File: src/rtl/ovl_pkg.sv
// Shared types and constants for the ordered value list.
package ovl_pkg;

    localparam int OVL_CAPACITY = 32;

    typedef enum logic [1:0] {
        CMD_INS_FRONT = 2'd0,
        CMD_INS_AFTER = 2'd1,
        CMD_DELETE    = 2'd2,
        CMD_DUMP      = 2'd3
    } cmd_t;

    typedef enum logic [2:0] {
        ST_DONE      = 3'd0,
        ST_NOT_FOUND = 3'd1,
        ST_FULL      = 3'd2,
        ST_ELEMENT   = 3'd3,
        ST_EMPTY     = 3'd4
    } status_t;

    typedef enum logic [1:0] {
        S_IDLE,
        S_SCAN,
        S_FINISH,
        S_RESULT
    } state_t;

    typedef struct packed {
        status_t            status;
        logic signed [31:0] element;
        logic [5:0]         position;
        logic [6:0]         entry_count;
        logic               last;
    } res_t;

endpackage

File: src/rtl/ovl_ram.sv
// Entry memory: one write port, one read port with registered read data.
module ovl_ram #(
    parameter int DEPTH = ovl_pkg::OVL_CAPACITY,
    parameter int AW    = 5
) (
    input  logic          clk,
    input  logic          we,
    input  logic [AW-1:0] waddr,
    input  logic [31:0]   wdata,
    input  logic          re,
    input  logic [AW-1:0] raddr,
    output logic [31:0]   rdata
);
    import ovl_pkg::*;

    logic [31:0] mem_reg [DEPTH];
    logic [31:0] rdata_reg;

    always_ff @(posedge clk)
    begin
        if (we)
        begin
            mem_reg[waddr] <= wdata;
        end
    end

    always_ff @(posedge clk)
    begin
        if (re)
        begin
            rdata_reg <= mem_reg[raddr];
        end
    end

    assign rdata = rdata_reg;

endmodule

File: src/rtl/ovl_ctrl.sv
// Command sequencer: one pass over the entries with a shared compare unit.
module ovl_ctrl #(
    parameter int CAPACITY = ovl_pkg::OVL_CAPACITY,
    parameter int AW       = 5
) (
    input  logic               clk,
    input  logic               rst_n,
    input  logic               in_valid,
    output logic               in_stall,
    input  logic [1:0]         command,
    input  logic signed [31:0] key,
    input  logic signed [31:0] value,
    output logic               mem_we,
    output logic [AW-1:0]      mem_waddr,
    output logic [31:0]        mem_wdata,
    output logic               mem_re,
    output logic [AW-1:0]      mem_raddr,
    input  logic [31:0]        mem_rdata,
    output logic               res_valid,
    input  logic               res_ready,
    output ovl_pkg::res_t      res
);
    import ovl_pkg::*;

    localparam int CW = $clog2(CAPACITY + 1);

    state_t         state_reg, state_next;
    cmd_t           cmd_reg, cmd_next;
    logic           found_reg, found_next;
    logic [CW-1:0]  count_reg, count_next;
    logic [CW-1:0]  rd_ptr_reg, rd_ptr_next;
    logic           dv_reg, dv_next;
    logic [AW-1:0]  dp_reg, dp_next;
    logic [31:0]    target_reg, target_next;
    logic [31:0]    carry_reg, carry_next;
    status_t        rstat_reg, rstat_next;

    logic hit;
    logic hold;
    logic issue;
    logic is_ins;

    // shared 32-bit equality compare
    assign hit    = (mem_rdata == target_reg);
    assign is_ins = (cmd_reg == CMD_INS_FRONT) || (cmd_reg == CMD_INS_AFTER);
    // dump result waiting on the output: freeze the read pipe
    assign hold   = dv_reg && (cmd_reg == CMD_DUMP) && !res_ready;
    assign issue  = (state_reg == S_SCAN) && (rd_ptr_reg < count_reg) && !hold;

    assign mem_re    = issue;
    assign mem_raddr = rd_ptr_reg[AW-1:0];

    always_ff @(posedge clk or negedge rst_n)
    begin
        if (!rst_n)
        begin
            state_reg  <= S_IDLE;
            cmd_reg    <= CMD_INS_FRONT;
            found_reg  <= 1'b0;
            count_reg  <= '0;
            rd_ptr_reg <= '0;
            dv_reg     <= 1'b0;
        end
        else
        begin
            state_reg  <= state_next;
            cmd_reg    <= cmd_next;
            found_reg  <= found_next;
            count_reg  <= count_next;
            rd_ptr_reg <= rd_ptr_next;
            dv_reg     <= dv_next;
        end
    end

    always_ff @(posedge clk)
    begin
        dp_reg     <= dp_next;
        target_reg <= target_next;
        carry_reg  <= carry_next;
        rstat_reg  <= rstat_next;
    end

    always_comb
    begin
        state_next  = state_reg;
        cmd_next    = cmd_reg;
        found_next  = found_reg;
        count_next  = count_reg;
        rd_ptr_next = rd_ptr_reg;
        dv_next     = 1'b0;
        dp_next     = dp_reg;
        target_next = target_reg;
        carry_next  = carry_reg;
        rstat_next  = rstat_reg;
        in_stall    = 1'b1;
        mem_we      = 1'b0;
        mem_waddr   = dp_reg;
        mem_wdata   = carry_reg;
        res_valid   = 1'b0;
        res         = '{status: rstat_reg, element: '0, position: '0,
                        entry_count: 7'(count_reg), last: 1'b1};

        case (state_reg)
            S_IDLE:
            begin
                in_stall = 1'b0;
                if (in_valid)
                begin
                    cmd_next    = cmd_t'(command);
                    target_next = (cmd_t'(command) == CMD_INS_AFTER) ? key : value;
                    carry_next  = value;
                    found_next  = (cmd_t'(command) == CMD_INS_FRONT);
                    rd_ptr_next = '0;
                    if (((cmd_t'(command) == CMD_INS_FRONT) ||
                         (cmd_t'(command) == CMD_INS_AFTER)) &&
                        (count_reg == CW'(CAPACITY)))
                    begin
                        rstat_next = ST_FULL;
                        state_next = S_RESULT;
                    end
                    else if ((cmd_t'(command) == CMD_DUMP) && (count_reg == '0))
                    begin
                        rstat_next = ST_EMPTY;
                        state_next = S_RESULT;
                    end
                    else
                    begin
                        state_next = S_SCAN;
                    end
                end
            end

            S_SCAN:
            begin
                dv_next = issue || hold;
                if (issue)
                begin
                    rd_ptr_next = rd_ptr_reg + CW'(1);
                    dp_next     = rd_ptr_reg[AW-1:0];
                end
                if (dv_reg)
                begin
                    case (cmd_reg)
                        CMD_DUMP:
                        begin
                            res_valid = 1'b1;
                            res = '{status: ST_ELEMENT, element: mem_rdata,
                                    position: 6'(dp_reg),
                                    entry_count: 7'(count_reg),
                                    last: ((CW'(dp_reg) + CW'(1)) == count_reg)};
                        end
                        CMD_DELETE:
                        begin
                            // after the match every entry moves one toward the front
                            if (found_reg)
                            begin
                                mem_we    = 1'b1;
                                mem_waddr = dp_reg - AW'(1);
                                mem_wdata = mem_rdata;
                            end
                            else if (hit)
                            begin
                                found_next = 1'b1;
                            end
                        end
                        default:
                        begin
                            // after the match the carry ripples each entry back one
                            if (found_reg)
                            begin
                                mem_we     = 1'b1;
                                mem_waddr  = dp_reg;
                                mem_wdata  = carry_reg;
                                carry_next = mem_rdata;
                            end
                            else if (hit)
                            begin
                                found_next = 1'b1;
                            end
                        end
                    endcase
                end
                if ((rd_ptr_reg == count_reg) && !dv_reg)
                begin
                    state_next = (cmd_reg == CMD_DUMP) ? S_IDLE : S_FINISH;
                end
            end

            S_FINISH:
            begin
                state_next = S_RESULT;
                if (found_reg)
                begin
                    rstat_next = ST_DONE;
                    if (is_ins)
                    begin
                        mem_we     = 1'b1;
                        mem_waddr  = count_reg[AW-1:0];
                        mem_wdata  = carry_reg;
                        count_next = count_reg + CW'(1);
                    end
                    else
                    begin
                        count_next = count_reg - CW'(1);
                    end
                end
                else
                begin
                    rstat_next = ST_NOT_FOUND;
                end
            end

            S_RESULT:
            begin
                res_valid = 1'b1;
                if (res_ready)
                begin
                    state_next = S_IDLE;
                end
            end

            default:
            begin
                state_next = S_IDLE;
            end
        endcase
    end

endmodule

File: src/rtl/ordered_value_list_core.sv
// Ordered value list: ordered store of signed 32-bit values under four commands.
//
// Input channel (in_valid/in_stall, fields command/key/value) takes one
// transaction at a time; in_stall stays high until the command has handed its
// results to the output register. Commands: insert at front, insert after the
// first entry equal to key, delete the first entry equal to value, dump.
// Output channel (out_valid/out_stall) carries status, element, position,
// entry_count and last. Dump gives one transaction per entry, last on the
// final one; an empty dump and every other command give a single transaction.
// A command makes one pass through the entry memory, one read per cycle
// through its single read port while no dump result is held up at the
// output. Inserts into a full list and dumps of an empty list answer
// without a pass over the memory. A one-deep output register lets the
// sequencer finish while the receiver stalls; dump progress freezes while
// that register stays full.
// Reset empties the list and clears all handshake state; entry storage is
// not cleared, since only positions below the count are ever read.
module ordered_value_list_core #(
    parameter int CAPACITY = ovl_pkg::OVL_CAPACITY
) (
    input  logic               clk,
    input  logic               rst_n,
    input  logic               in_valid,
    output logic               in_stall,
    input  logic [1:0]         command,
    input  logic signed [31:0] key,
    input  logic signed [31:0] value,
    output logic               out_valid,
    input  logic               out_stall,
    output logic [2:0]         status,
    output logic signed [31:0] element,
    output logic [5:0]         position,
    output logic [6:0]         entry_count,
    output logic               last
);
    import ovl_pkg::*;

    localparam int AW = (CAPACITY > 1) ? $clog2(CAPACITY) : 1;

    logic          mem_we;
    logic [AW-1:0] mem_waddr;
    logic [31:0]   mem_wdata;
    logic          mem_re;
    logic [AW-1:0] mem_raddr;
    logic [31:0]   mem_rdata;
    logic          res_valid;
    logic          res_ready;
    res_t          res;

    logic out_valid_reg, out_valid_next;
    res_t out_res_reg;

    ovl_ram #(
        .DEPTH (CAPACITY),
        .AW    (AW)
    ) u_ram (
        .clk   (clk),
        .we    (mem_we),
        .waddr (mem_waddr),
        .wdata (mem_wdata),
        .re    (mem_re),
        .raddr (mem_raddr),
        .rdata (mem_rdata)
    );

    ovl_ctrl #(
        .CAPACITY (CAPACITY),
        .AW       (AW)
    ) u_ctrl (
        .clk       (clk),
        .rst_n     (rst_n),
        .in_valid  (in_valid),
        .in_stall  (in_stall),
        .command   (command),
        .key       (key),
        .value     (value),
        .mem_we    (mem_we),
        .mem_waddr (mem_waddr),
        .mem_wdata (mem_wdata),
        .mem_re    (mem_re),
        .mem_raddr (mem_raddr),
        .mem_rdata (mem_rdata),
        .res_valid (res_valid),
        .res_ready (res_ready),
        .res       (res)
    );

    assign res_ready = !out_valid_reg || !out_stall;

    always_comb
    begin
        out_valid_next = out_valid_reg;
        if (res_valid && res_ready)
        begin
            out_valid_next = 1'b1;
        end
        else if (!out_stall)
        begin
            out_valid_next = 1'b0;
        end
    end

    always_ff @(posedge clk or negedge rst_n)
    begin
        if (!rst_n)
        begin
            out_valid_reg <= 1'b0;
        end
        else
        begin
            out_valid_reg <= out_valid_next;
        end
    end

    always_ff @(posedge clk)
    begin
        if (res_valid && res_ready)
        begin
            out_res_reg <= res;
        end
    end

    assign out_valid   = out_valid_reg;
    assign status      = out_res_reg.status;
    assign element     = out_res_reg.element;
    assign position    = out_res_reg.position;
    assign entry_count = out_res_reg.entry_count;
    assign last        = out_res_reg.last;

endmodule

File: config.mk
export PLATFORM = sky130hd
export DESIGN_NAME = ordered_value_list_core
export DESIGN_NICKNAME = d
export VERILOG_FILES = /design/src/rtl/ovl_pkg.sv /design/src/rtl/ovl_ram.sv /design/src/rtl/ovl_ctrl.sv /design/src/rtl/ordered_value_list_core.sv
export SDC_FILE = /design/constraint.sdc
export NUM_CORES = 1
export LEC_CHECK = 0
export ABC_AREA = 1
export BUFFER_PORTS_ARGS = -buffer_cell sky130_fd_sc_hd__buf_2
export CORE_ASPECT_RATIO = 1.2
export CORE_MARGIN = 3
export CORE_UTILIZATION = 45
export DETAILED_ROUTE_END_ITERATION = 16
export PLACE_DENSITY = 0.68
export SYNTH_ARGS = -nofsm -noshare
export SYNTH_HDL_FRONTEND = slang
export SYNTH_HIERARCHICAL = 1
export SYNTH_SLANG_ARGS = --single-unit
export TNS_END_PERCENT = 5
File: constraint.sdc
create_clock -name clk -period 4.78 [get_ports clk]
set_input_delay 0.478 -clock clk [delete_from_list [all_inputs] [get_ports clk]]
set_output_delay 0.478 -clock clk [all_outputs]
set_load 0.01 [all_outputs]
### Word level (Yosys, flattened, before mapping)

Memory sizes are Yosys's and may differ from the RTL's. A register that Yosys moved wholly into a read port is not among the register bits.
Index checks and enable logic that the tools add are counted.

* add/subtract/negate cells: 5
* $lt $le $gt $ge: 1
* equal/unequal tests: 21
* mux-type cells: 55
* reductions and logical operators: 34

Operators with widths (count)
* $mux 32: 8
* $mux 49: 3
* $pmux 32 s2: 1
* $eq 32x32->1: 1
* $mux 5: 5
* $mux 1: 19
* $mux 6: 3
* $add 6x1->6 const B: 2
* $eq 6x6->1: 2
* $mux 2: 6
* $pmux 6 s2: 1
* $reduce_and 3->1: 4
* $eq 2x2->1 const B: 5
* $ne 2x2->1 const B: 5
* $pmux 5 s2: 1
* $mux 3: 3
* $logic_and 1x1->1: 8
* $pmux 2 s4: 1
* $reduce_and 2->1: 4
* $reduce_and 4->1: 2
* $add 5x1->6 const B: 1
* $eq 2x1->1 const B: 3
* $eq 6x6->1 const B: 1
* $logic_not 2->1: 3
* other kinds (12): 24

* flip-flop bits (word level): 140
* bits in writable memories: 1024
* input port bits: 70
* output and inout port bits: 51
* word-level logic and storage cells: 135
* memories kept: 1

Memories
* u_ram.mem_reg: words 32, bits a word 32, rd ports 1, clocked after memory_dff 1, wr ports 1, RTL line ovl_ram.sv:16 `logic [31:0] mem_reg [DEPTH];`

### Longest topological paths before layout

* word-level depth: 8
* depth in mapped cells: 13

### Cells and area by module

The synthesis kept the hierarchy.

Modules (own cells, without submodules)
* ovl_ram: instances 1, cells each 3536, area each 42726.0 um2
* ovl_ctrl: instances 1, cells each 819, area each 6284.8 um2
* ordered_value_list_core: instances 1, cells each 54, area each 1512.7 um2

### Worst setup path before layout

OpenSTA, ideal clock, no wires.

* path type: register to register
* start: reg u_ctrl.state_reg[1]
* end: reg out_res_reg, in the netlist element[0] (enable)
* setup time: 0.472 ns
* arrival time: 3.791 ns
* slack: 0.517 ns
* cell stages (with the launch flop): 11
* path buffers: 2
* clock period less this slack: 4.263 ns
* path through: dfrtp_1 -> inv_1 -> ha_1 -> inv_2 -> nor3_2 -> inv_2 -> buf_2 -> buf_6 -> nand2_1 -> inv_1 -> a21oi_1

* cells in the longest elaborated chain, start to end: 3
* elaborated cells between the ends (all ways): 4
* classes of those cells: eq/ne (2); mux (1); reduce/logical (1)

RTL lines
* start: declaration: RTL line ovl_ctrl.sv:27 `state_t state_reg, state_next;`
* start signal: assignment: RTL line ovl_ctrl.sv:66 `state_reg <= state_next;`
* $eq 2x2->1 / $eq 2x1->1 (equally long branches): RTL line ovl_ctrl.sv:103 `case (state_reg)`
* $pmux 1 s2 *: RTL line ovl_ctrl.sv:103
* named net res_valid: RTL line ordered_value_list_core.sv:46 `logic res_valid;`
* $logic_and 1x1->1 *: RTL line ordered_value_list_core.sv:117 `if (res_valid && res_ready)`
* end signal: assignment: RTL line ordered_value_list_core.sv:119 `out_res_reg <= res;`
* end: declaration: RTL line ordered_value_list_core.sv:51 `res_t out_res_reg;`

The timed path passes the listed nets; every way through them passes the cells marked *.
A chain may end at the register's enable or synchronous reset.

### Worst setup path after layout

* start: reg u_ctrl.state_reg[0]
* end: mem u_ram.mem_reg[16][14] (enable)

* elaborated cells between the ends (all ways): 6
* classes of those cells: eq/ne (2); mux (4)

RTL lines
* $eq 2x2->1 / $eq 2x1->1 (equally long branches): RTL line ovl_ctrl.sv:103
* $pmux 5 s2 *: RTL line ovl_ctrl.sv:103
* named net mem_waddr[4]: RTL line ordered_value_list_core.sv:41 `logic [AW-1:0] mem_waddr;`
* end: declaration: RTL line ovl_ram.sv:16

Marks and branches as above.

==> metrics.cfg <==
[logic_synthesis]
warnings_synthesis = 6
synth-seq-cells = 1196
postSynthAreaPerCell_um2 = 11.5
ys_types = 41
synth_sequential_area_ratio = 0.709
syn_inst = 4409
netlist_area_um2 = 50500

[floorplanning]
rows = 134
fp.coreArea_um2 = 111000
initial_utilization = 0.454
fp.dieH_um = 373
chipWidth_um = 312
top_level_ports = 121
dieArea_um2 = 116000

[grt]
pin_count_of_the_biggest_net_entering_global_routing = 151
grt_pass1_wl_um = 197000
globalRouteTotalUtil = 0.223
grt_antenna_before_repair = 4
grt.overflow.total = 0
grt_pass1_vias = 31900

[drt]
dr.first_iter.drc_count = 3308
drt-pass1-iter-count = 6
post_drt_via_cell_ratio = 5.47
via_count = 33300
final_antenna_net_count = 0
routed_wire_length_per_instance_um = 21.8
routed_wl_um = 132000
drc = 0

[clock_network]
cts_made_buffers = 110
htreeDepth = 3
cts_sinks = 1196
tritoncts = yes
clock_tree.root_cell = sky130_fd_sc_hd__clkbuf_16
post_cts_buffers = 0
cts_resized = 0
insertion_delay_ps = 710
ctsLongestPathBuffers = 3
clk_pin_slew_worst_paths_ps = 70

[timing]
setup_repair_after_global_routing_missed_its_margin = false
fin_worst_skew_ps = 23.9
setup_viol = 0
final-max-slew-violation-count = 0
fin_tns_setup_ps = 0
timing_worst_slew_pin_value_ps = 1200
post-route-period-util = 0.786
maxClockFrequency_ghz = 0.266
worst_slew_margin_rel = 0.198
hold_viol_final = 0
final.min_clock_period_ps = 3760

[placed_design]
globalplace.congestion = 0.868
place.port_buffers = 120
dp_hpwl_um = 79200

[worst_hold_path]
worst_hold_check_path_type = in -> reg
worst_hold_startpoint = value[21]
hold_path_depth = 3
min_delay_worst_endpoint = u_ctrl/carry_reg[21]$_DFFE_PP_

[worst_setup_path]
worstSetupStartpoint = u_ctrl/state_reg[0]$_DFFE_PN0P_
regToRegEndpoint = u_ram/mem_reg[16][14]$_DFFE_PP_
reg2regPathDepth = 9
required_ps = 5190
arrival_ps = 4170
rrSetupSlack_ps = 1020
worst_flop_to_flop_path_startpoint = u_ctrl/state_reg[0]$_DFFE_PN0P_
worstSetupEndpointType = flip-flop
critical_path_class = reg -> reg
critPathMaxFanout = 18
setup.worst_path.start_class = flip-flop

[final_layout]
number_of_flip_flops_in_the_largest_register = 1024
flow.area_growth_from_synthesis_pct = 11.8
end_of_flow_core_utilization = 0.507
drive_gt1_frac = 0.113
final.fill_count = 9534
finalNetCount = 4575

[power]
power_density_nw_per_um2 = 593
ir_drop_mv = 0.409
leak_pwr_uw = 0.0209

[status]
run_status = complete, no violations

[job]
maxCapViolations = 0

[cells by family after synthesis]
logic type,after synthesis,synth area share
and+or+nand+nor,2625,0.217
muxes,31,0.00691
xor gates and xnor gates,37,0.00641
AOI/OAI and AO/OA,121,0.0129
adders and majority gates,14,0.00347
DFF,1196,0.709
other,1,0.0000742
buffers and inverters,384,0.0445
[cells in the mapped netlist, drive strengths merged]
master / count / area [um^2]
nor2: 102 / 417
xnor2: 26 / 228
a21oi: 20 / 111
a21boi: 1 / 7.51
dfrtp: 19 / 475
o21ai: 86 / 430
a31oi: 6 / 37.5
inv: 123 / 469
conb: 1 / 3.75
a211oi: 1 / 7.51
nor3: 5 / 35.0
ha: 14 / 175
buf: 222 / 1630
nand3: 796 / 3980
edfxtp: 1177 / 35300
o211ai: 3 / 22.5
a41oi: 1 / 8.76
o221ai: 3 / 26.3
xor2: 11 / 96.3
mux2: 31 / 349
nand4: 6 / 43.8
nor3b: 1 / 12.5
clkinv: 1 / 3.75
nand2: 1708 / 6420
or2: 7 / 43.8
clkbuf: 38 / 143
[power by group]
group | internal (uW) | leakage [uW] | total, uW | switching [uW]
combinational | 2730 | 0.00826 | 10700 | 7930
clock | 4970 | 0.00174 | 8730 | 3750
sequential | 13400 | 0.0109 | 14100 | 691
total | 21100 | 0.0209 | 33500 | 12400
[cells in the final DEF (no fill, tap or decap), drive strengths merged, types with 19 or more instances in the layout]
cell type / instances
a21oi: 20
buf: 228
clkinv: 42
dfrtp: 19
nand3: 796
edfxtp: 1177
nor2: 102
mux2: 31
xnor2: 26
o21ai: 86
clkbuf: 140
inv: 127
nand2: 1708
[critical path, cell delays in order (launching register included)]
cell and delay, ps:
sky130_fd_sc_hd__dfrtp_1 400, sky130_fd_sc_hd__inv_1 100, sky130_fd_sc_hd__ha_1 440, sky130_fd_sc_hd__inv_1 150, sky130_fd_sc_hd__a21oi_1 130, sky130_fd_sc_hd__o21ai_0 100, sky130_fd_sc_hd__a31oi_1 560, sky130_fd_sc_hd__nand3_1 510
sky130_fd_sc_hd__nor2_4 790, sky130_fd_sc_hd__buf_12 250
[cell type report]
cell class                 instances  area, um^2  share of cell area
antenna                            1        2.50           0.0000443
clock buffer                     140        2930              0.0518
clock inverter                    62         643              0.0114
inverter                         124         492             0.00871
multi-input combinational       2830       13000               0.230
sequential                      1196       35800               0.635
tap                             1496        1870              0.0331
timing repair buffer             229        1700              0.0300
[layer usage]
metal  track usage  vias up  routed length (um)
met2         0.378     1458               65400
met5             0        -                  24
li1              -    15300                   -
met1         0.283    16200               50600
met4         0.101        4                5970
met3        0.0330      262               10200
[metrics by stage]
| step | instances | hold slack, ps | area (um^2) | setup WS [ps] | power (uW) |
|---|---|---|---|---|---|
| floorplan | 4410 | 182 | 50500 | 517 | 21300 |
| finish | 6078 | 64.8 | 56500 | 1020 | 33500 |
| global route | 6077 | 51.0 | 56500 | 742 | 35100 |
| global placement | 5874 | 475 | 52900 | 1110 | 24700 |
| detailed placement | 5874 | 470 | 52900 | 1090 | 24900 |
| CTS | 6077 | 25.7 | 56500 | 1080 | 33600 |
[timing repair]
action	4_1_cts	5_1_grt
endpoints found under the setup margin	0	0
hold buffers	1	0
endpoints found under the hold margin	19	0
[worst max path at each step]
stage                                           end  cells after the start  slack [ps]
global placement    u_ram/mem_reg[16][14]$_DFFE_PP_                      9        1110
detailed placement  u_ram/mem_reg[16][14]$_DFFE_PP_                      9        1090
CTS                 u_ram/mem_reg[16][16]$_DFFE_PP_                      9        1080
finish              u_ram/mem_reg[16][14]$_DFFE_PP_                      9        1020
global route        u_ram/mem_reg[16][19]$_DFFE_PP_                      9         740
floorplan                      element[0]$_DFFE_PP_                     10         520
Note: power is estimated with default switching activity, not from simulation.
